`src/design/pbr_pkg.sv`:
```
// shared types and constants of the printer column renderer
`default_nettype none

package pbr_pkg;

  localparam logic [7:0] ESC_CODE     = 8'd27;
  localparam logic [7:0] ESC_RESET    = 8'd255;
  localparam logic [7:0] ESC_WIDE     = 8'd253;
  localparam logic [7:0] ESC_NARROW   = 8'd252;
  localparam logic [7:0] ESC_ULINE    = 8'd251;
  localparam logic [7:0] ESC_NO_ULINE = 8'd250;
  localparam logic [7:0] ESC_NOP_MIN  = 8'd248;
  localparam logic [7:0] RAW_MAX      = 8'd166;
  localparam logic [7:0] CODE_EOT     = 8'd4;
  localparam logic [7:0] CODE_LF      = 8'd10;
  localparam logic [7:0] ULINE_BIT    = 8'h80;
  localparam logic [7:0] SUB_RESET    = 8'd127;

  localparam int FONT_AW     = 11;
  localparam int QUEUE_DEPTH = 4;
  localparam int OUT_DEPTH   = 4;

  localparam logic [2:0] CMD_FONT_WR  = 3'd0;
  localparam logic [2:0] CMD_RAW      = 3'd1;
  localparam logic [2:0] CMD_LINE_END = 3'd2;
  localparam logic [2:0] CMD_GLYPH    = 3'd3;
  localparam logic [2:0] CMD_CLEAR    = 3'd4;

  localparam logic [1:0] KIND_COLUMN   = 2'd0;
  localparam logic [1:0] KIND_LINE_END = 2'd1;
  localparam logic [1:0] KIND_FEED     = 2'd2;

  typedef struct packed {
    logic [2:0]         code;
    logic [FONT_AW-1:0] addr;
    logic [7:0]         data;
    logic               gvalid;
    logic               wide;
    logic               ul;
  } cmd_t;

  typedef struct packed {
    logic [1:0] kind;
    logic [7:0] column_index;
    logic [7:0] column_bits;
    logic [7:0] line_width;
    logic       overflowed;
    logic       last;
  } res_t;

endpackage

`default_nettype wire

```
`src/design/pbr_front.sv`:
```
// front end: accepts stream bytes and font writes, tracks modes, issues commands
`default_nettype none

module pbr_front #(
  parameter int GLYPH_WIDTH = 5,
  parameter int FIRST_CODE  = 32
) (
  input  wire logic                         clk,
  input  wire logic                         rst_n,
  input  wire logic                         in_push,
  input  wire logic                         in_op,
  input  wire logic [7:0]                   in_data_byte,
  input  wire logic [pbr_pkg::FONT_AW-1:0]  in_font_address,
  input  wire logic [7:0]                   in_font_column,
  input  wire logic                         cfg_wr,
  input  wire logic [7:0]                   cfg_data,
  input  wire logic                         q_full,
  output logic                              q_push,
  output pbr_pkg::cmd_t                     q_cmd
);

  localparam int STORE_DEPTH = (256 - FIRST_CODE) * GLYPH_WIDTH;

  logic       esc_r, esc_nxt;
  logic       wide_r, wide_nxt;
  logic       ul_r, ul_nxt;
  logic [7:0] raw_left_r, raw_left_nxt;
  logic [7:0] sub_r;
  logic       accept;
  logic       use_glyph;
  logic [7:0] c;
  logic [7:0] gcode;
  logic [7:0] goff;
  logic       gvalid;

  assign accept = in_push && !q_full;
  assign c      = in_data_byte;
  assign gvalid = ({1'b0, gcode} >= 9'(FIRST_CODE));
  assign goff   = gcode - 8'(FIRST_CODE);

  always_comb begin
    esc_nxt      = esc_r;
    wide_nxt     = wide_r;
    ul_nxt       = ul_r;
    raw_left_nxt = raw_left_r;
    q_push       = 1'b0;
    q_cmd        = '0;
    use_glyph    = 1'b0;
    gcode        = sub_r;
    if (accept) begin
      if (in_op) begin
        if ({1'b0, in_font_address} < 12'(STORE_DEPTH)) begin
          q_push     = 1'b1;
          q_cmd.code = pbr_pkg::CMD_FONT_WR;
          q_cmd.addr = in_font_address;
          q_cmd.data = in_font_column;
        end
      end else if (raw_left_r == '0 && c == pbr_pkg::ESC_CODE) begin
        esc_nxt = 1'b1;
      end else if (esc_r) begin
        esc_nxt = 1'b0;
        priority if (c == pbr_pkg::ESC_RESET) begin
          wide_nxt     = 1'b0;
          ul_nxt       = 1'b0;
          raw_left_nxt = '0;
          q_push       = 1'b1;
          q_cmd.code   = pbr_pkg::CMD_CLEAR;
        end else if (c == pbr_pkg::ESC_WIDE) begin
          wide_nxt = 1'b1;
        end else if (c == pbr_pkg::ESC_NARROW) begin
          wide_nxt = 1'b0;
        end else if (c == pbr_pkg::ESC_ULINE) begin
          ul_nxt = 1'b1;
        end else if (c == pbr_pkg::ESC_NO_ULINE) begin
          ul_nxt = 1'b0;
        end else if (c >= pbr_pkg::ESC_NOP_MIN) begin
          // self-test and charset selections ignored
        end else if (c != '0 && c <= pbr_pkg::RAW_MAX) begin
          raw_left_nxt = c;
        end else begin
          use_glyph = 1'b1;
        end
      end else if (raw_left_r != '0) begin
        raw_left_nxt = raw_left_r - 1'b1;
        q_push       = 1'b1;
        q_cmd.code   = pbr_pkg::CMD_RAW;
        q_cmd.data   = c;
      end else if (c == pbr_pkg::CODE_EOT || c == pbr_pkg::CODE_LF) begin
        q_push     = 1'b1;
        q_cmd.code = pbr_pkg::CMD_LINE_END;
      end else begin
        use_glyph = 1'b1;
        if ({1'b0, c} >= 9'(FIRST_CODE)) begin
          gcode = c;
        end
      end
    end
    if (use_glyph) begin
      q_push       = 1'b1;
      q_cmd.code   = pbr_pkg::CMD_GLYPH;
      q_cmd.gvalid = gvalid;
      q_cmd.addr   = gvalid ? pbr_pkg::FONT_AW'(goff) * pbr_pkg::FONT_AW'(GLYPH_WIDTH) : '0;
      q_cmd.wide   = wide_r;
      q_cmd.ul     = ul_r;
    end
  end

  always_ff @(posedge clk) begin
    if (!rst_n) begin
      esc_r      <= 1'b0;
      wide_r     <= 1'b0;
      ul_r       <= 1'b0;
      raw_left_r <= '0;
      sub_r      <= pbr_pkg::SUB_RESET;
    end else begin
      esc_r      <= esc_nxt;
      wide_r     <= wide_nxt;
      ul_r       <= ul_nxt;
      raw_left_r <= raw_left_nxt;
      if (cfg_wr) begin
        sub_r <= cfg_data;
      end
    end
  end

endmodule

`default_nettype wire

```
`config.mk`:
```
export PLATFORM = sky130hd
export DESIGN_NAME = pbr_front
export DESIGN_NICKNAME = d
export VERILOG_FILES = /design/src/design/pbr_pkg.sv /design/src/design/pbr_front.sv
export SDC_FILE = /design/constraint.sdc
export NUM_CORES = 1
export LEC_CHECK = 0
export ABC_AREA = 0
export BUFFER_PORTS_ARGS = -buffer_cell sky130_fd_sc_hd__buf_2
export CAP_MARGIN = 20
export CORE_MARGIN = 3
export CORE_UTILIZATION = 25
export DETAILED_ROUTE_END_ITERATION = 10
export SYNTH_ARGS = -nofsm -noshare
export SYNTH_HDL_FRONTEND = slang
export SYNTH_SLANG_ARGS = --single-unit
```
`constraint.sdc`:
```
create_clock -name clk -period 5.02 [get_ports clk]
set_clock_uncertainty 0.1 [all_clocks]
set_input_delay 0.251 -clock clk [delete_from_list [all_inputs] [get_ports clk]]
set_output_delay 0.251 -clock clk [all_outputs]
set_load 0.02 [all_outputs]
```
**Word level (Yosys, flattened, before mapping)**

Index checks and enable logic that the tools add are counted.

- Add/sub/neg operators: 2
- Multiply operators: 1
- Div/mod/pow operators: 0
- Magnitude comparators: 5
- Equality and inequality tests: 16
- Shift-type cells: 0
- Mux-type cells: 63
- Bitwise gates (word level): 2
- Reduce and logical (&&, ||, !) cells: 15

Operators with widths:

| kind | count |
|---|---|
| $mux W8 | 20 |
| $eq A8 B8 Y1 const B | 5 |
| $mux W1 | 31 |
| $mux W11 | 2 |
| $mux W22 | 1 |
| $mux W19 | 1 |
| $ge A8 B6 Y1 const B | 2 |
| $reduce_bool A8 Y1 | 2 |
| $mux W3 | 5 |
| $ne A3 B3 Y1 const B | 5 |
| $mux W14 | 1 |
| $lt A11 B11 Y1 const B | 1 |
| $mul A8 B3 Y11 const B | 1 |
| $reduce_and A10 Y1 | 1 |
| $eq A8 B3 Y1 const B | 1 |
| $eq A8 B4 Y1 const B | 1 |
| $eq A8 B5 Y1 const B | 1 |
| $ge A8 B8 Y1 const B | 1 |
| $le A8 B8 Y1 const B | 1 |
| $logic_not A8 Y1 | 1 |
| $sub A8 B1 Y8 const B | 1 |
| $sub A8 B6 Y8 const B | 1 |
| $reduce_and A7 Y1 | 1 |
| $reduce_bool A3 Y1 | 2 |
| 10 further kinds | 15 |

- Flip-flop bits (word level): 19
- Bits in latches: 0
- Bits in writable memories: 0
- Bits in read-only memories: 0
- Input port bits: 41
- Output and inout port bits: 26
- Logic and storage cells: 109
- Memories: 0

**Longest topological paths before layout**

- Depth after elaboration: 14
- Gate-level depth with buffers: 17
- Gate-level depth less buffers: 17

**Worst setup path before layout**

OpenSTA, ideal clock, no wires.

- Kind: register to output
- Start: register raw_left_r[0]
- End: output port q_cmd[20] (netlist bit)
- Arrival: 3548 ps
- Required time: 4669 ps
- Setup slack: 1121 ps
- Cell stages (with the launch flop): 15
- Path buffers: 0
- Cells stage by stage: dfxtp_1 > inv_1 > ha_1 > or4b_2 > nor4_4 > mux2i_1 > ha_1 > inv_1 > ha_1 > ha_1 > inv_1 > o21bai_1 > a31oi_1 > xnor2_1 > o21ai_1

RTL lines:

| item | line | source |
|---|---|---|
| from (decl) | pbr_front.sv:27 | `logic [7:0] raw_left_r, raw_left_nxt;` |
| from (signal assigned) | pbr_front.sv:119 | `raw_left_r <= raw_left_nxt;` |
| to (decl) | pbr_front.sv:19 | `output pbr_pkg::cmd_t q_cmd` |

==> reports/metrics.yaml <==
outcome:
  status: "finished clean"
grt:
  grt_max_degree: 20
  grt_pass1_wl_um: 9050
  grt_pass1_vias: 1910
  grt_usage_pct: 12.6
  busiest_layer: "met2"
  grt_overflow: 0
  antenna_found_initial: 0
  met1_usage_pct: 16.7
  grt_use_met3_pct: 1.69
  met2_usage_pct: 21.6
clock_network:
  h-tree-depth: 1
  cts_hold_buffers: 0
  cts_resized: 0
  clk_pin_slew_ns: 0.07
  post_cts_buffers: 0
  clkSinkCount: 19
  cts_inserted_buffers: 3
  clock_path_buffers: 2
  cts_tree: "done"
  root_buffer: "clkbuf_8"
  clock_latency_ns: 0.25
synth:
  synthFlopType: "dfxtp_1"
  synthMuxAreaShare_pct: 5.26
  syn-cell-area_um2: 1900
  synth_edf_count: 0
  seq_area_frac_synth_pct: 20.0
  synth_cells: 239
  synth_cell_type_count: 55
  synth_top_family_by_area: "compound AO/OA/AOI/OAI gates"
  ys.warnings.count: 0
  yosysTopAreaCell: "dfxtp_1"
  synthAdderAreaFrac_pct: 10.2
  syn_nets: 295
  syn_area_per_cell_um2: 7.97
  netlist_top_cells_area: "dfxtp_1 (20%), ha_1 (9.2%), nand2_1 (7.9%)"
  synth_top_area_share_pct: 20.0
  synth_seq_cells: 19
  synthArstFlopShare_pct: 0
  synth-compound-area-share_pct: 28.8
  synthXorXnorAreaFrac_pct: 5.58
  yosys.area_share.simple_pct: 25.2
worst_setup_path:
  r2r_cells: 6
  critPathMaxFanout: 8
  cp.arrival_ns: 4.10
  r2r-end: "raw_left_r[5]$_SDFFE_PN0P_"
  critPathRequiredTime_ns: 4.67
  reg2reg_slack_ns: 2.33
  end_kind: "primary output"
  worstSetupStartpointType: "flop"
  reg2reg_from: "esc_r$_SDFFE_PN0P_"
  path_class: "reg -> out"
floorplanning:
  die_width_um: 93.3
  dieArea_um2: 8700
  start_util_pct: 26.0
  core_area_um2: 7330
  die_h_um: 93.3
  io-pin-count: 67
  num_rows: 31
place:
  placed_cells: 394
  place.gp.congestion: 0.839
  port-buffer-count: 66
  hpwl_um: 4570
  place_ws_ns: 0.881
sta:
  finalCritPeriodShare_pct: 88.7
  final-hold-violation-count: 0
  fin_crit_ns: 4.46
  worst_slew_pin_slew_ns: 1.09
  rsz0062_at_grt: "false"
  slew_headroom_pct: 27.0
  fin_setup_tns_ns: 0
  setup_viol: 0
  setup_slack_ns: 0.565
  fmax_mhz: 224
  final_max_slew_viol_count: 0
power:
  clkPwrFrac_pct: 19.2
  irDropWorstVdd_mv: 0.0745
  seqPwrFrac_pct: 30.6
  p_comb_share_pct: 50.2
  power.internal_mw: 0.338
  p_leak_nw: 1.17
  pwr_density_cell_nw_per_um2: 232
  power_switching_mw: 0.212
  p_sw_share_pct: 38.5
final_layout:
  seq_area_um2: 380
  n_fill_cell: 801
  multi_input_comb_area_um2: 1430
  diodes: 0
  syn_to_final_growth_pct: 24.4
  num-nets-final: 356
  drive_gt1_share_pct: 29.1
  final_cells: 398
  fin_util_pct: 32.3
detailed_routing:
  drc: 0
  viasPerCell: 4.95
  wl_um: 5640
  first_iter_violations: 105
  postRouteAntennaNets: 0
  wl_per_cell_um: 14.2
  vias: 1969
  drt_pre_antenna_iters: 4
min_path:
  min_from: "cfg_data[2]"
  whs_path_depth: 3
  min_path_type: "in -> reg"
  worstHoldEndpoint: "sub_r[2]$_SDFFE_PN1P_"
flow_run:
  maxCapViolCount: 0
[layer usage]
layer  vias to the layer above  routed length, um
met1                       908               2660
met5                         -                  0
met3                         2                315
met4                         0                 19
li1                        996                  -
met2                        63               2640
[worst max-delay path, cell delays in order, from the launching register on]
cell and delay (ns):
dfxtp_1 0.36, inv_1 0.10, ha_1 0.20, or4b_2 0.66, nor4_4 0.41, mux2i_1 0.40, ha_1 0.29, inv_1 0.08
ha_1 0.23, ha_1 0.29, inv_1 0.10, o21bai_1 0.09, a21oi_1 0.22, xnor2_1 0.08, a22o_1 0.19, buf_2 0.15
[registers in the layout (all words and copies together), names as in the netlist]
signal and flops:
esc_r 1, raw_left_r 8, sub_r 8, ul_r 1, wide_r 1
[metrics by stage]
step                      hold slack, ns  total power, mW  instance area (um^2)
after floorplan                    0.279            0.376                  1900
after global placement             0.368            0.443                  2320
after detailed placement           0.371            0.447                  2320
after CTS                          0.109            0.554                  2370
after global routing               0.115            0.591                  2370
final                              0.112            0.550                  2370
[synth_stat cells (4+ instances only)]
| cell type | count |
|---|---|
| nor2_1 | 10 |
| dfxtp_1 | 19 |
| nand2b_1 | 4 |
| ha_1 | 14 |
| nand2_1 | 40 |
| mux2i_1 | 10 |
| o21ai_0 | 9 |
| a21oi_1 | 7 |
| nor3_1 | 6 |
| inv_1 | 13 |
| o211ai_1 | 6 |
| a22o_1 | 13 |
| and3_1 | 5 |
| xnor2_1 | 7 |
| a31oi_1 | 4 |
| o21a_1 | 4 |
| clkbuf_1 | 11 |
| o211a_1 | 5 |
[power groups by stage]
stage	combinational [mW]	sequential, mW	clock (mW)
2_1_floorplan	0.208	0.168	0
3_3_place_gp	0.272	0.171	0
3_5_place_dp	0.276	0.171	0
4_1_cts	0.277	0.168	0.108
5_1_grt	0.309	0.169	0.112
6_report	0.276	0.168	0.106
[worst max-delay path by stage]
stage	startpoint	endpoint	slack (ns)	depth (start not counted)
floorplan	raw_left_r[0]$_SDFFE_PN0P_	q_cmd[20]	1.12	14
global placement	raw_left_r[0]$_SDFFE_PN0P_	q_cmd[19]	1.0	15
detailed placement	raw_left_r[0]$_SDFFE_PN0P_	q_cmd[19]	0.88	15
CTS	raw_left_r[0]$_SDFFE_PN0P_	q_cmd[19]	0.57	15
global route	raw_left_r[0]$_SDFFE_PN0P_	q_cmd[19]	0.24	15
finish	raw_left_r[0]$_SDFFE_PN0P_	q_cmd[19]	0.56	15
[layout by cell type (no fill, tap or decap), types with 7 or more instances in the layout]
cell | Yosys | layout
mux2i_1 | 10 | 10
a21oi_1 | 7 | 7
ha_1 | 14 | 14
inv_1 | 13 | 13
nand2_1 | 40 | 40
buf_2 | 0 | 66
xnor2_1 | 7 | 7
dfxtp_1 | 19 | 19
o21ai_0 | 9 | 9
a22o_1 | 13 | 13
nor2_1 | 10 | 10
[cells by family (layout without fill, tap and decap cells)]
group           Yosys count  after routing
simple gates             90             90
compound gates           70             70
buf+inv                  25             85
flops                    19             19
fa+ha+maj                15             15
xor+xnor                 10             10
mux                      10             10
[area by class of cell]
type	instances	area share, %
clock buffers	4	1.90
multi-input cells	195	60.3
inverters	14	2.27
well taps	99	5.23
flip-flops and latches	19	16.1
repair buffers	67	14.3
Note: power is estimated with default switching activity, not from simulation.
