[src/design/pbr_fifo.sv]
// small register fifo used for the command queue and the result queue
`default_nettype none

module pbr_fifo #(
  parameter int WIDTH = 8,
  parameter int DEPTH = 4
) (
  input  wire logic             clk,
  input  wire logic             rst_n,
  input  wire logic             push,
  input  wire logic [WIDTH-1:0] wdata,
  output logic                  full,
  input  wire logic             pop,
  output logic      [WIDTH-1:0] rdata,
  output logic                  empty
);

  localparam int AW = (DEPTH > 1) ? $clog2(DEPTH) : 1;
  localparam int CW = $clog2(DEPTH + 1);

  logic [WIDTH-1:0] mem_r [DEPTH];
  logic [AW-1:0]    wr_ptr_r, wr_ptr_nxt;
  logic [AW-1:0]    rd_ptr_r, rd_ptr_nxt;
  logic [CW-1:0]    cnt_r, cnt_nxt;
  logic             do_push, do_pop;

  assign full    = (cnt_r == CW'(DEPTH));
  assign empty   = (cnt_r == '0);
  assign do_push = push && !full;
  assign do_pop  = pop && !empty;
  assign rdata   = mem_r[rd_ptr_r];

  always_comb begin
    wr_ptr_nxt = wr_ptr_r;
    rd_ptr_nxt = rd_ptr_r;
    cnt_nxt    = cnt_r;
    if (do_push) begin
      wr_ptr_nxt = (wr_ptr_r == AW'(DEPTH - 1)) ? '0 : wr_ptr_r + 1'b1;
    end
    if (do_pop) begin
      rd_ptr_nxt = (rd_ptr_r == AW'(DEPTH - 1)) ? '0 : rd_ptr_r + 1'b1;
    end
    if (do_push && !do_pop) begin
      cnt_nxt = cnt_r + 1'b1;
    end else if (do_pop && !do_push) begin
      cnt_nxt = cnt_r - 1'b1;
    end
  end

  always_ff @(posedge clk) begin
    if (!rst_n) begin
      wr_ptr_r <= '0;
      rd_ptr_r <= '0;
      cnt_r    <= '0;
    end else begin
      wr_ptr_r <= wr_ptr_nxt;
      rd_ptr_r <= rd_ptr_nxt;
      cnt_r    <= cnt_nxt;
    end
  end

  always_ff @(posedge clk) begin
    if (do_push) begin
      mem_r[wr_ptr_r] <= wdata;
    end
  end

endmodule

`default_nettype wire

[config.mk]
export PLATFORM = sky130hd
export DESIGN_NAME = pbr_fifo
export DESIGN_NICKNAME = d
export VERILOG_FILES = /design/src/design/pbr_fifo.sv
export SDC_FILE = /design/constraint.sdc
export NUM_CORES = 1
export LEC_CHECK = 0
export BUFFER_PORTS_ARGS = -buffer_cell sky130_fd_sc_hd__buf_2
export CORE_MARGIN = 3
export CORE_UTILIZATION = 55
export CTS_BUF_LIST = sky130_fd_sc_hd__clkbuf_16
export CTS_CLUSTER_SIZE = 12
export DETAILED_ROUTE_END_ITERATION = 6
export PLACE_DENSITY = 0.75
export SLEW_MARGIN = 20
export SYNTH_ARGS = -nofsm -noshare
export SYNTH_HDL_FRONTEND = slang
export SYNTH_SLANG_ARGS = --single-unit
export TNS_END_PERCENT = 1
[constraint.sdc]
create_clock -name clk -period 2.3 [get_ports clk]
set_input_delay 0.115 -clock clk [delete_from_list [all_inputs] [get_ports clk]]
set_output_delay 0.115 -clock clk [all_outputs]
set_load 0.05 [all_outputs]
* After elaboration in Yosys (flattened, before gate mapping) *
Memories as Yosys holds them, arrays and structs flattened. A register that Yosys moved wholly into a read port is not among the register bits.
Index checks and enable logic that the tools add are counted.

word-level totals
  bits in registers = 7
  word-level logic and storage cells = 29
  bits in read-only memories = 0
  input port bits = 12
  memories = 1
  bits in writable memories = 32
  output and inout port bits = 10
  latch bits = 0

operators by class
  $lt $le $gt $ge = 0
  $add $sub $neg = 4
  reductions and logical operators = 10
  shifts and indexed selects = 0
  bitwise logic cells = 0
  divide/modulo/power cells = 0
  equal/unequal tests = 3
  muxes and demuxes = 8
  multipliers = 0

memories
  name   depth  width  rd ports  clocked after Yosys merged registers in  wr ports  line  RTL
  mem_r  4      8      1         1                                        1         21    logic [WIDTH-1:0] mem_r [DEPTH];

operator list
  operator             number
  $mux 2               4
  $mux 3               2
  $add 2x1->2 const B  2
  $eq 2x2->1 const B   2
  $logic_and 1x1->1    4
  $logic_not 1->1      4
  $add 3x1->3 const B  1
  $eq 3x3->1 const B   1
  $logic_not 3->1      1
  $sub 3x1->3 const B  1
  $mux 1               2
  $reduce_bool 2->1    1

* Depth between registers and ports, before layout *
Gate-level depths: netlist of the first run.

  word-level depth = 7
  gate-level depth with buffers = 9
  depth with buffers taken out = 8

* Worst setup path after synthesis of the first run *
Ideal clock, no wire load.

  kind = flip-flop to flip-flop
  start point = reg cnt_r[1]
  end point = reg cnt_r[2]
  data arrival time = 2.259 ns
  cell stages (with the launch flop) = 10
  clock period less this slack = 2.335 ns
  data required time = 2.224 ns
  buffers on the path = 1
  library setup time = 0.076 ns
  path slack = -0.035 ns
  cell sequence = dfxtp_1 -> nor3b_2 -> nor2b_1 -> buf_2 -> ha_1 -> inv_1 -> fa_1 -> xor2_1 -> or3_1 -> a21boi_0

between the ends
  word-level cells in the longest chain between the ends = 6
  elaborated cells between the ends (all ways) = 15
  classes of those cells = add/sub (2); eq/ne (1); mux (2); reduce/logical (10)

RTL lines
  element                             line  RTL
  start: declaration                  24    logic [CW-1:0] cnt_r, cnt_nxt;
  start signal: assignment            58    cnt_r <= cnt_nxt;
  $eq 3x3->1 *                        27    assign full = (cnt_r == CW'(DEPTH));
  net full                            12    output logic full,
  $logic_not 1->1 *                   29    assign do_push = push && !full;
  $logic_and 1x1->1 *                 29
  net do_push                         25    logic do_push, do_pop;
  $logic_not 1->1                     45    end else if (do_pop && !do_push) begin
  $logic_and 1x1->1                   45
  $reduce_bool 2->1 (no source line)  n/a

The timed path passes the listed nets; every way through them passes the cells marked *. The select of a mux whose other input is x is not followed.
A chain may end at the register's enable or synchronous reset.

* Worst setup path after layout of the first run *
  start point = reg cnt_r[0]
  end point = reg cnt_r[2]

between the ends
  word-level cells in the longest chain between the ends = 6
  elaborated cells between the ends (all ways) = 15
  classes of those cells = add/sub (2); eq/ne (1); mux (2); reduce/logical (10)

RTL lines
  element
  branches (longest 6 deep; another with $sub 3x1->3)

Several ways; the timed one is not identified. The select of a mux whose other input is x is not followed.

==> results of run 1 <==
-- layer usage --
metal | routed length (µm) | part of all wire | GRT usage | up-vias
met2 | 1289 | 0.53 | 0.2654 | 13
met4 | 23 | 0.0095 | 0.07430 | 0
met5 | 0 | 0 | 0 | -
met3 | 105 | 0.043 | 0.05745 | 4
li1 | - | - | - | 405
met1 | 1013 | 0.42 | 0.1852 | 405
-- cell type report --
class | count | area [µm²] | area share
multi-input cells | 45 | 466.7 | 0.2405
clock buffers | 5 | 125.1 | 0.06447
repair buffers | 23 | 120.1 | 0.06190
flip-flops and latches | 41 | 1141 | 0.5880
clock inverters | 3 | 37.54 | 0.01934
inverters | 3 | 11.26 | 0.005803
well taps | 31 | 38.79 | 0.01999
-- critical path: cells and delay by family, from the launching register on --
family	cells	cell delay (ns)
simple gates	1	0.30
xor+xnor	1	0.15
compound gates	2	0.48
fa+ha+maj	2	0.62
buf+inv	1	0.06
flops	1	0.38
-- state kept, by name, indices dropped and copies added (netlist names), named ones only --
| name | cells |
|---|---|
| cnt_r | 3 |
| mem_r | 32 |
| rd_ptr_r | 2 |
| wr_ptr_r | 2 |
-- power groups by stage --
stage               registers (mW)  clock network [mW]  logic, mW
floorplan                    0.976                   0      0.628
global placement              1.03                   0      0.718
detailed placement            1.04                   0      0.731
CTS                           1.02               0.765      0.733
global route                  1.04               0.788      0.787
finish                        1.02               0.745      0.723
-- final timing paths --
path | startpoint | to | cells past startpoint
setup / recovery | cnt_r[0]$_SDFFE_PN0P_ | cnt_r[2]$_SDFFE_PN0P_ | 7
hold / removal | wdata[1] | mem_r[2][1]$_DFFE_PP_ | 1
setup reg to reg | cnt_r[0]$_SDFFE_PN0P_ | cnt_r[2]$_SDFFE_PN0P_ | 7
hold reg to reg | wr_ptr_r[0]$_SDFFE_PN0P_ | wr_ptr_r[0]$_SDFFE_PN0P_ | 2
-- cells by family (layout without fill, tap and decap cells) --
| group | Yosys count | after routing | share of synthesized area |
|---|---|---|---|
| DFF | 41 | 41 | 0.6999 |
| muxes | 11 | 11 | 0.1289 |
| and+or+nand+nor | 20 | 20 | 0.06600 |
| adders and majority gates | 7 | 7 | 0.05833 |
| xor gates and xnor gates | 2 | 2 | 0.01075 |
| buffers and inverters | 7 | 34 | 0.01765 |
| AOI/OAI and AO/OA | 5 | 5 | 0.01842 |
-- layout by cell type (no fill, tap or decap), types with 2 or more instances in the layout --
| cell type | count |
|---|---|
| inv_1 | 4 |
| nand3_1 | 2 |
| nor2b_1 | 2 |
| clkbuf_16 | 5 |
| mux4_2 | 8 |
| dfxtp_1 | 9 |
| o21ai_0 | 3 |
| edfxtp_1 | 32 |
| buf_4 | 2 |
| nor2_1 | 2 |
| buf_2 | 21 |
| mux2i_1 | 3 |
| and2_1 | 5 |
| ha_1 | 6 |
| nand2_1 | 6 |
==> out/metrics.yaml, run 1 <==
switching_power_mw: 0.8053
grt_pass1_vias: 858
drt_wl_total_mm: 2.431
period_minus_slack_ns: 2.062
cts_sinks: 41
postRouteAntennaNets: 0
p_clk_frac: 0.300
antenna_cells: 0
tightestPinTransition_ns: 0.5681
ys_ff_latch: 41
critical_path_class: "reg -> reg"
track_usage: 0.1595
synth_cell_types: 23
holdWs_ns: 0.05552
wl_per_cell_um: 16.10
htreeDepth: 2
setup_viol: 0
fin_nets: 138
synthArstFlopShare: 0
crit_arrival_ns: 2.26
peakVddDrop_mv: 0.9820
postSynthCellCount: 93
critPathLaunchType: "flop"
regToRegSetupSlack_ns: 0.24
place_congestion: 0.6090
endpoint_kind: "flop"
ys_seq_area_frac: 0.6999
drcViolationCount: 0
io_buffers: 21
hold_buffers: 0
vias: 827
seq_power_share: 0.410
routed_via_density: 5.477
cts-buffers-inserted: 5
dp_hpwl_mm: 1.692
power_mw: 2.487
cts_tree: "yes"
rsz0062_at_grt: "no"
syn_nets: 112
synth.largest_area_cell: "edfxtp_1"
die_h_um: 60.45
leakagePower_nw: 0.7236
grt-ovfl-total: 0
synthTopCellsByCount: "edfxtp_1, dfxtp_1, mux4_2"
yosys_warnings: 0
cp_max_fo: 5
worst_slack_ns: 0.2376
finalHoldViolCount: 0
coreArea_mm2: 0.002781
cts_setup_buffers: 0
post-place-cells: 143
synthFlopType: "edfxtp_1"
drv_slew: 0
maxCapViolCount: 0
drive_gt1_frac: 0.3167
power_density_mw_per_mm2: 1281
netlist_area_mm2: 0.001630
setup_tns_ns: 0
internal_power_mw: 1.681
critPathRequiredTime_ns: 2.50
synth.avg_cell_area_um2: 17.53
synth_top_cell_area_share: 0.5894
grt_max_degree: 13
status: "finished, final reports clean"
root_buffer: "clkbuf_16"
skew_ns: 0.004848
utilization: 0.6977
synth_edf_count: 32
synthTopCellsByArea: "edfxtp_1, dfxtp_1, mux4_2"
clock.fmax_ghz: 0.4849
p_comb_frac: 0.291
initial_core_util: 0.5861
clkLatencyLatePin_ns: 0.28
first_iter_violations: 16
dp_slack_ns: 0.2261
fin_area_mm2: 0.001941
rows: 19
nFillCells: 178
ctsResizeCount: 0
area_delta_synth_final_pct: 19.03
post-synth-top-count-cell: "edfxtp_1"
firstDrtPassIters: 4
final.period_utilization: 0.8967
relSlewSlack: 0.6207
crit_path_max_incr_delay_ns: 0.38
dpl-instance-area_mm2: 0.001778
die_w_um: 60.45
path_cells: "o31ai_1 -> ha_1 -> inv_1 -> fa_1 -> xor2_1 -> or3_1 -> a21boi_0"
clkTransAtPathRegs_ns: 0.06
cpMaxStageDelayCell: "dfxtp_1"
antenna_found_initial: 0
die_area_mm2: 0.003654
switching_share: 0.3239
num_io_pins: 22
grt_pass1_wl_mm: 3.953
clockBufferDepth: 2
final_cells: 151
min_path_type: "in -> reg"
(Power assumes the default switching activity.)
==> inputs of run 2 (changes only) <==
ABC_AREA = 1   (was not set)
CORE_UTILIZATION = 56   (was 55)
PLACE_DENSITY = 0.76   (was 0.75)
==> run 2 against run 1 <==
  * Critical path depth grew 2
  * Core utilization grew 0.68 points
  * Global-route usage grew 2.1 points
  * Flip-flop and latch count is the same
  * Non-clock buffer count grew 3
  * Combinational power grew 41%
  * Final cell count grew 40%
  * Worst setup slack gained 0.14 ns
  * Worst hold slack lost 0.0012 ns
  * Fmax grew 7.1%
  * Register-to-register slack gained 0.14 ns
  * Highest routed layer unchanged
==> out/metrics.yaml, run 2 <==
clkLatencyLatePin_ns: 0.28
clock.fmax_ghz: 0.5195
largest-register: "mem_r"
synth.largest_area_cell: "edfxtp_1"
cpLargestDelayFamily: "adder cells"
synthTopCellsByCount: "nor2_1, edfxtp_1, inv_1"
num_io_pins: 22
final_cells: 211
endpoint_kind: "flop"
syn_nets: 167
post-place-cells: 203
drv_slew: 0
cts_sinks: 41
track_usage: 0.1804
path_cells: "nor2_1 -> nand2_1 -> nand2_2 -> inv_1 -> ha_1 -> inv_1 -> fa_1 -> o21ai_0 -> nor2_1"
cpMaxStageDelayCell: "fa_1"
cts_setup_buffers: 0
coreArea_mm2: 0.002829
rows: 19
grt-ovfl-total: 0
cp_max_fo: 7
largest_reg_flops: 32
synth_cell_types: 18
antenna_cells: 0
reg_top3: "mem_r (32), cnt_r (3)"
postRouteAntennaNets: 0
critPathRequiredTime_ns: 2.47
utilization: 0.7046
finalHoldViolCount: 0
synthTopCellsByArea: "edfxtp_1, dfxtp_1, nor2_1"
status: "finished, final reports clean"
synth.avg_cell_area_um2: 11.44
dp_hpwl_mm: 2.094
area_delta_synth_final_pct: 17.74
min_path_type: "in -> reg"
clkTransAtPathRegs_ns: 0.06
wl_per_cell_um: 14.35
fin_nets: 198
vias: 1135
synth_top_cell_area_share: 0.5676
synthFlopType: "edfxtp_1"
holdWs_ns: 0.05433
postSynthCellCount: 148
maxCapViolCount: 0
crit_path_max_incr_delay_ns: 0.41
layout_common_cells: "nor2_1, edfxtp_1, buf_2, inv_1"
ys_ff_latch: 41
first_iter_violations: 14
period_minus_slack_ns: 1.925
clockBufferDepth: 2
drcViolationCount: 0
die_area_mm2: 0.003719
grt_pass1_vias: 1049
leakagePower_nw: 0.8325
hold_buffers: 0
power_density_mw_per_mm2: 1341
die_h_um: 60.98
grt_pass1_wl_mm: 4.567
grt_max_degree: 17
final.period_utilization: 0.8369
place_congestion: 0.7576
relSlewSlack: 0.7778
skew_ns: 0.002823
netlist_area_mm2: 0.001693
post-synth-top-count-cell: "nor2_1"
drt_wl_total_mm: 3.028
setup_tns_ns: 0
tightestPinTransition_ns: 0.3328
peakVddDrop_mv: 0.8798
critical_path_class: "reg -> reg"
ctsResizeCount: 0
root_buffer: "clkbuf_16"
drive_gt1_frac: 0.2167
ys_seq_area_frac: 0.6741
initial_core_util: 0.5984
worst-path-buf-inv: 2
antenna_found_initial: 0
cts-buffers-inserted: 5
critPathLaunchType: "flop"
crit_arrival_ns: 2.09
die_w_um: 60.98
firstDrtPassIters: 4
io_buffers: 21
synthArstFlopShare: 0
rsz0062_at_grt: "no"
cts_tree: "yes"
synth_edf_count: 32
layout_commonest_cell: "nor2_1"
yosys_warnings: 0
htreeDepth: 2
setup_viol: 0
routed_via_density: 5.379
run 2: changes by cell type after synthesis, moves of 3 or more:
cell     delta
nor2_1     +31
inv_1      +15
o21ai_0    +11
mux4_2      -8
nand2_1     +8
o22ai_1     +8
and2_1      -5
mux2i_1     -3
o21ai_2     +3
run 2: worst reg2reg max path, delay by kind of cell, from the launching register on:
kind	cells	cell delay (ns)
buffers and inverters	2	0.17
DFF	1	0.34
AOI/OAI and AO/OA	1	0.20
adders and majority gates	2	0.63
and+or+nand+nor	4	0.48
run 2: layout make-up:
type,instances,area [µm²]
inverters,19,71.32
flip-flops and latches,41,1141
clock buffers,5,125.1
well taps,31,38.79
repair buffers,26,142.6
multi-input cells,86,457.9
clock inverters,3,16.27
fillers,211,835.8
run 2: worst paths after layout:
path	cells after the start	from	slack, ns	endpoint
max reg2reg	9	cnt_r[1]$_SDFFE_PN0P_	0.38	cnt_r[1]$_SDFFE_PN0P_
min	1	wdata[1]	0.05	mem_r[3][1]$_DFFE_PP_
max	9	cnt_r[1]$_SDFFE_PN0P_	0.38	cnt_r[1]$_SDFFE_PN0P_
min reg2reg	2	cnt_r[0]$_SDFFE_PN0P_	0.53	cnt_r[0]$_SDFFE_PN0P_
run 2: kinds of logic after synthesis:
logic type	share of synthesized area
AOI/OAI and AO/OA	0.09535
DFF	0.6741
adders and majority gates	0.05617
buffers and inverters	0.05543
and+or+nand+nor	0.1190
run 2: metal layers:
metal	up-vias	wire length (µm)	global-route usage
li1	562	-	-
met1	544	1194	0.1734
met2	24	1641	0.3328
met3	5	131	0.05957
met4	0	61	0.1022
met5	-	0	0
run 2: report_power, final:
group	internal (mW)	total [mW]	switching (mW)	leakage, nW
combinational	0.270	1.02	0.746	0.391
sequential	0.922	1.01	0.0838	0.368
clock	0.397	0.651	0.254	0.0739
total	1.59	2.67	1.08	0.832
run 2: stage by stage:
stage | power [mW] | setup slack (ns) | instance area, µm²
after floorplan | 1.795 | 0.6099 | 1693
after global placement | 1.988 | 0.5358 | 1852
after detailed placement | 2.034 | 0.4014 | 1852
after CTS | 2.688 | 0.3862 | 1993
after global routing | 2.829 | 0.2252 | 1993
final | 2.674 | 0.3751 | 1993
==> inputs of run 3 (changes only) <==
ABC_AREA = 0   (was 1)
CORE_UTILIZATION = 55   (was 56)
PLACE_DENSITY = 0.75   (was 0.76)
clock period = 1.9 ns   (was 2.3 ns; I/O delays follow)
==> run 3 against run 2 <==
  * Design area is 3.5% higher
  * Sequential share of layout area is 1.5 points lower
  * Clock-buffer cell count stayed put
  * Sequential power is 21% higher
  * Clock skew hardly changed
  * Worst hold slack worse by 0.018 ns
  * Critical path type unchanged
  * Critical endpoint is now cnt_r[2]$_SDFFE_PN0P_
==> out/metrics.yaml, run 3 (same netlist as run 1, synthesis figures left out) <==
nFillCells: 175
finalHoldViolCount: 0
die_w_um: 60.45
drcViolationCount: 0
rsz0062_at_grt: "yes"
routed_via_density: 5.276
crit_arrival_ns: 2.07
tightestPinTransition_ns: 0.4104
vias: 860
reg_top3: "mem_r (32), cnt_r (3)"
layout_commonest_cell: "edfxtp_1"
coreArea_mm2: 0.002781
route.layer.met1.wl_mm: 1.100
cts-buffers-inserted: 5
clockBufferDepth: 2
firstDrtPassIters: 4
num_io_pins: 22
fin_area_mm2: 0.002063
clkTransAtPathRegs_ns: 0.06
clock.fmax_ghz: 0.5362
peakVddDrop_mv: 1.381
worst_slack_ns: 0.03509
grt-ovfl-total: 0
antenna_cells: 0
topRoutingLayerUsed: "met4"
grt_max_degree: 13
r2r_start: "cnt_r[2]$_SDFFE_PN0P_"
critical_path_class: "reg -> reg"
critPathRequiredTime_ns: 2.10
skew_ns: 0.003229
die_area_mm2: 0.003654
rows: 19
cts_tree: "yes"
cp_max_fo: 3
path_cells: "o31ai_4 -> ha_4 -> inv_2 -> fa_2 -> xor2_1 -> or3_1 -> a21boi_1"
leakagePower_nw: 0.7820
layout_common_cells: "edfxtp_1, buf_2, buf_4, mux4_2"
largest-register: "mem_r"
regArea_mm2: 0.001150
dpl-instance-area_mm2: 0.001877
fin_nets: 150
dp_hpwl_mm: 1.772
largest_reg_flops: 32
postRouteAntennaNets: 0
root_buffer: "clkbuf_16"
critPathLaunchType: "flop"
first_iter_violations: 23
maxCapViolCount: 0
cpMaxStageDelayCell: "dfxtp_4"
setup_viol: 0
crit_path_max_incr_delay_ns: 0.36
wl_per_cell_um: 16.75
multi_input_area_um2: 503.0
hold_buffers: 0
setup_tns_ns: 0
worstRegToRegCells: 7
worst-path-buf-inv: 1
hp-start: "wdata[0]"
utilization: 0.7418
clkLatencyLatePin_ns: 0.28
initial_core_util: 0.5861
drt_wl_total_mm: 2.730
power_density_mw_per_mm2: 1488
antenna_found_initial: 0
met3_length_um: 142
cts_sinks: 41
final_cells: 163
grt_pass1_vias: 890
status: "finished, final reports clean"
drv_slew: 0
post-place-cells: 151
worstHoldEndpoint: "mem_r[0][0]$_DFFE_PP_"
place_congestion: 0.7116
min_path_type: "in -> reg"
wl_met2_mm: 1.440
final.period_utilization: 0.9815
track_usage: 0.1719
cpLargestDelayFamily: "adder cells"
die_h_um: 60.45
endpoint_kind: "flop"
io_buffers: 21
period_minus_slack_ns: 1.865
area_delta_synth_final_pct: 26.55
regToRegSetupSlack_ns: 0.04
relSlewSlack: 0.7260
worstHoldPathCells: 1
drive_gt1_frac: 0.4394
grt_pass1_wl_mm: 4.229
regToRegEndpoint: "cnt_r[2]$_SDFFE_PN0P_"
dp_slack_ns: -0.06139
htreeDepth: 2
run 3: cell types whose count changed in the layout (fill, tap and decap cells not counted), moves of 5 or more:
| cell | delta |
|---|---|
| and2_1 | +5 |
| buf_4 | +8 |
| inv_1 | -16 |
| mux4_2 | +8 |
| nand2_1 | -8 |
| nor2_1 | -31 |
| o21ai_0 | -11 |
| o22ai_1 | -8 |
run 3: where the power goes:
part / switching [mW] / leakage, nW / internal, mW
registers: 0.102 / 0.369 / 1.11
clock network: 0.301 / 0.0687 / 0.474
logic: 0.637 / 0.344 / 0.441
total: 1.04 / 0.782 / 2.03
run 3: worst max-delay path by stage:
| stage | startpoint | endpoint | slack (ns) | depth (start not counted) |
|---|---|---|---|---|
| after floorplan | cnt_r[0]$_SDFFE_PN0P_ | cnt_r[2]$_SDFFE_PN0P_ | -0.18 | 9 |
| after global placement | cnt_r[2]$_SDFFE_PN0P_ | cnt_r[2]$_SDFFE_PN0P_ | -0.009 | 8 |
| after detailed placement | cnt_r[2]$_SDFFE_PN0P_ | cnt_r[2]$_SDFFE_PN0P_ | -0.06 | 8 |
| after CTS | cnt_r[2]$_SDFFE_PN0P_ | cnt_r[2]$_SDFFE_PN0P_ | 0.001 | 8 |
| after global routing | cnt_r[2]$_SDFFE_PN0P_ | cnt_r[2]$_SDFFE_PN0P_ | -0.04 | 7 |
| final | cnt_r[2]$_SDFFE_PN0P_ | cnt_r[2]$_SDFFE_PN0P_ | 0.04 | 7 |
run 3: per-stage QoR:
step	hold slack, ns	total power [mW]
6_report	0.03597	3.069
2_1_floorplan	0.1939	1.982
5_1_grt	0.03446	3.229
3_3_place_gp	0.3060	2.248
4_1_cts	0.03032	3.098
3_5_place_dp	0.3197	2.270
run 3: routing by layer:
| layer | vias to the layer above | global-route usage |
|---|---|---|
| met5 | - | 0 |
| met4 | 0 | 0.09907 |
| met3 | 4 | 0.05957 |
| met2 | 16 | 0.2840 |
| met1 | 415 | 0.1946 |
| li1 | 425 | - |
run 3: area by class of cell:
cell class,count,share of cell area
tap,31,0.01880
multi-input combinational,45,0.2438
clock inverter,3,0.006064
inverter,3,0.005458
clock buffer,5,0.06064
timing repair buffer,35,0.1079
sequential,41,0.5573
run 3: what timing repair did:
action                                  in CTS  in global routing
setup buffers                                4                  0
resized for setup                            3                  1
endpoints found under the setup margin       1                  1
hold endpoints to repair                     0                  0
pin swaps                                    2                  1
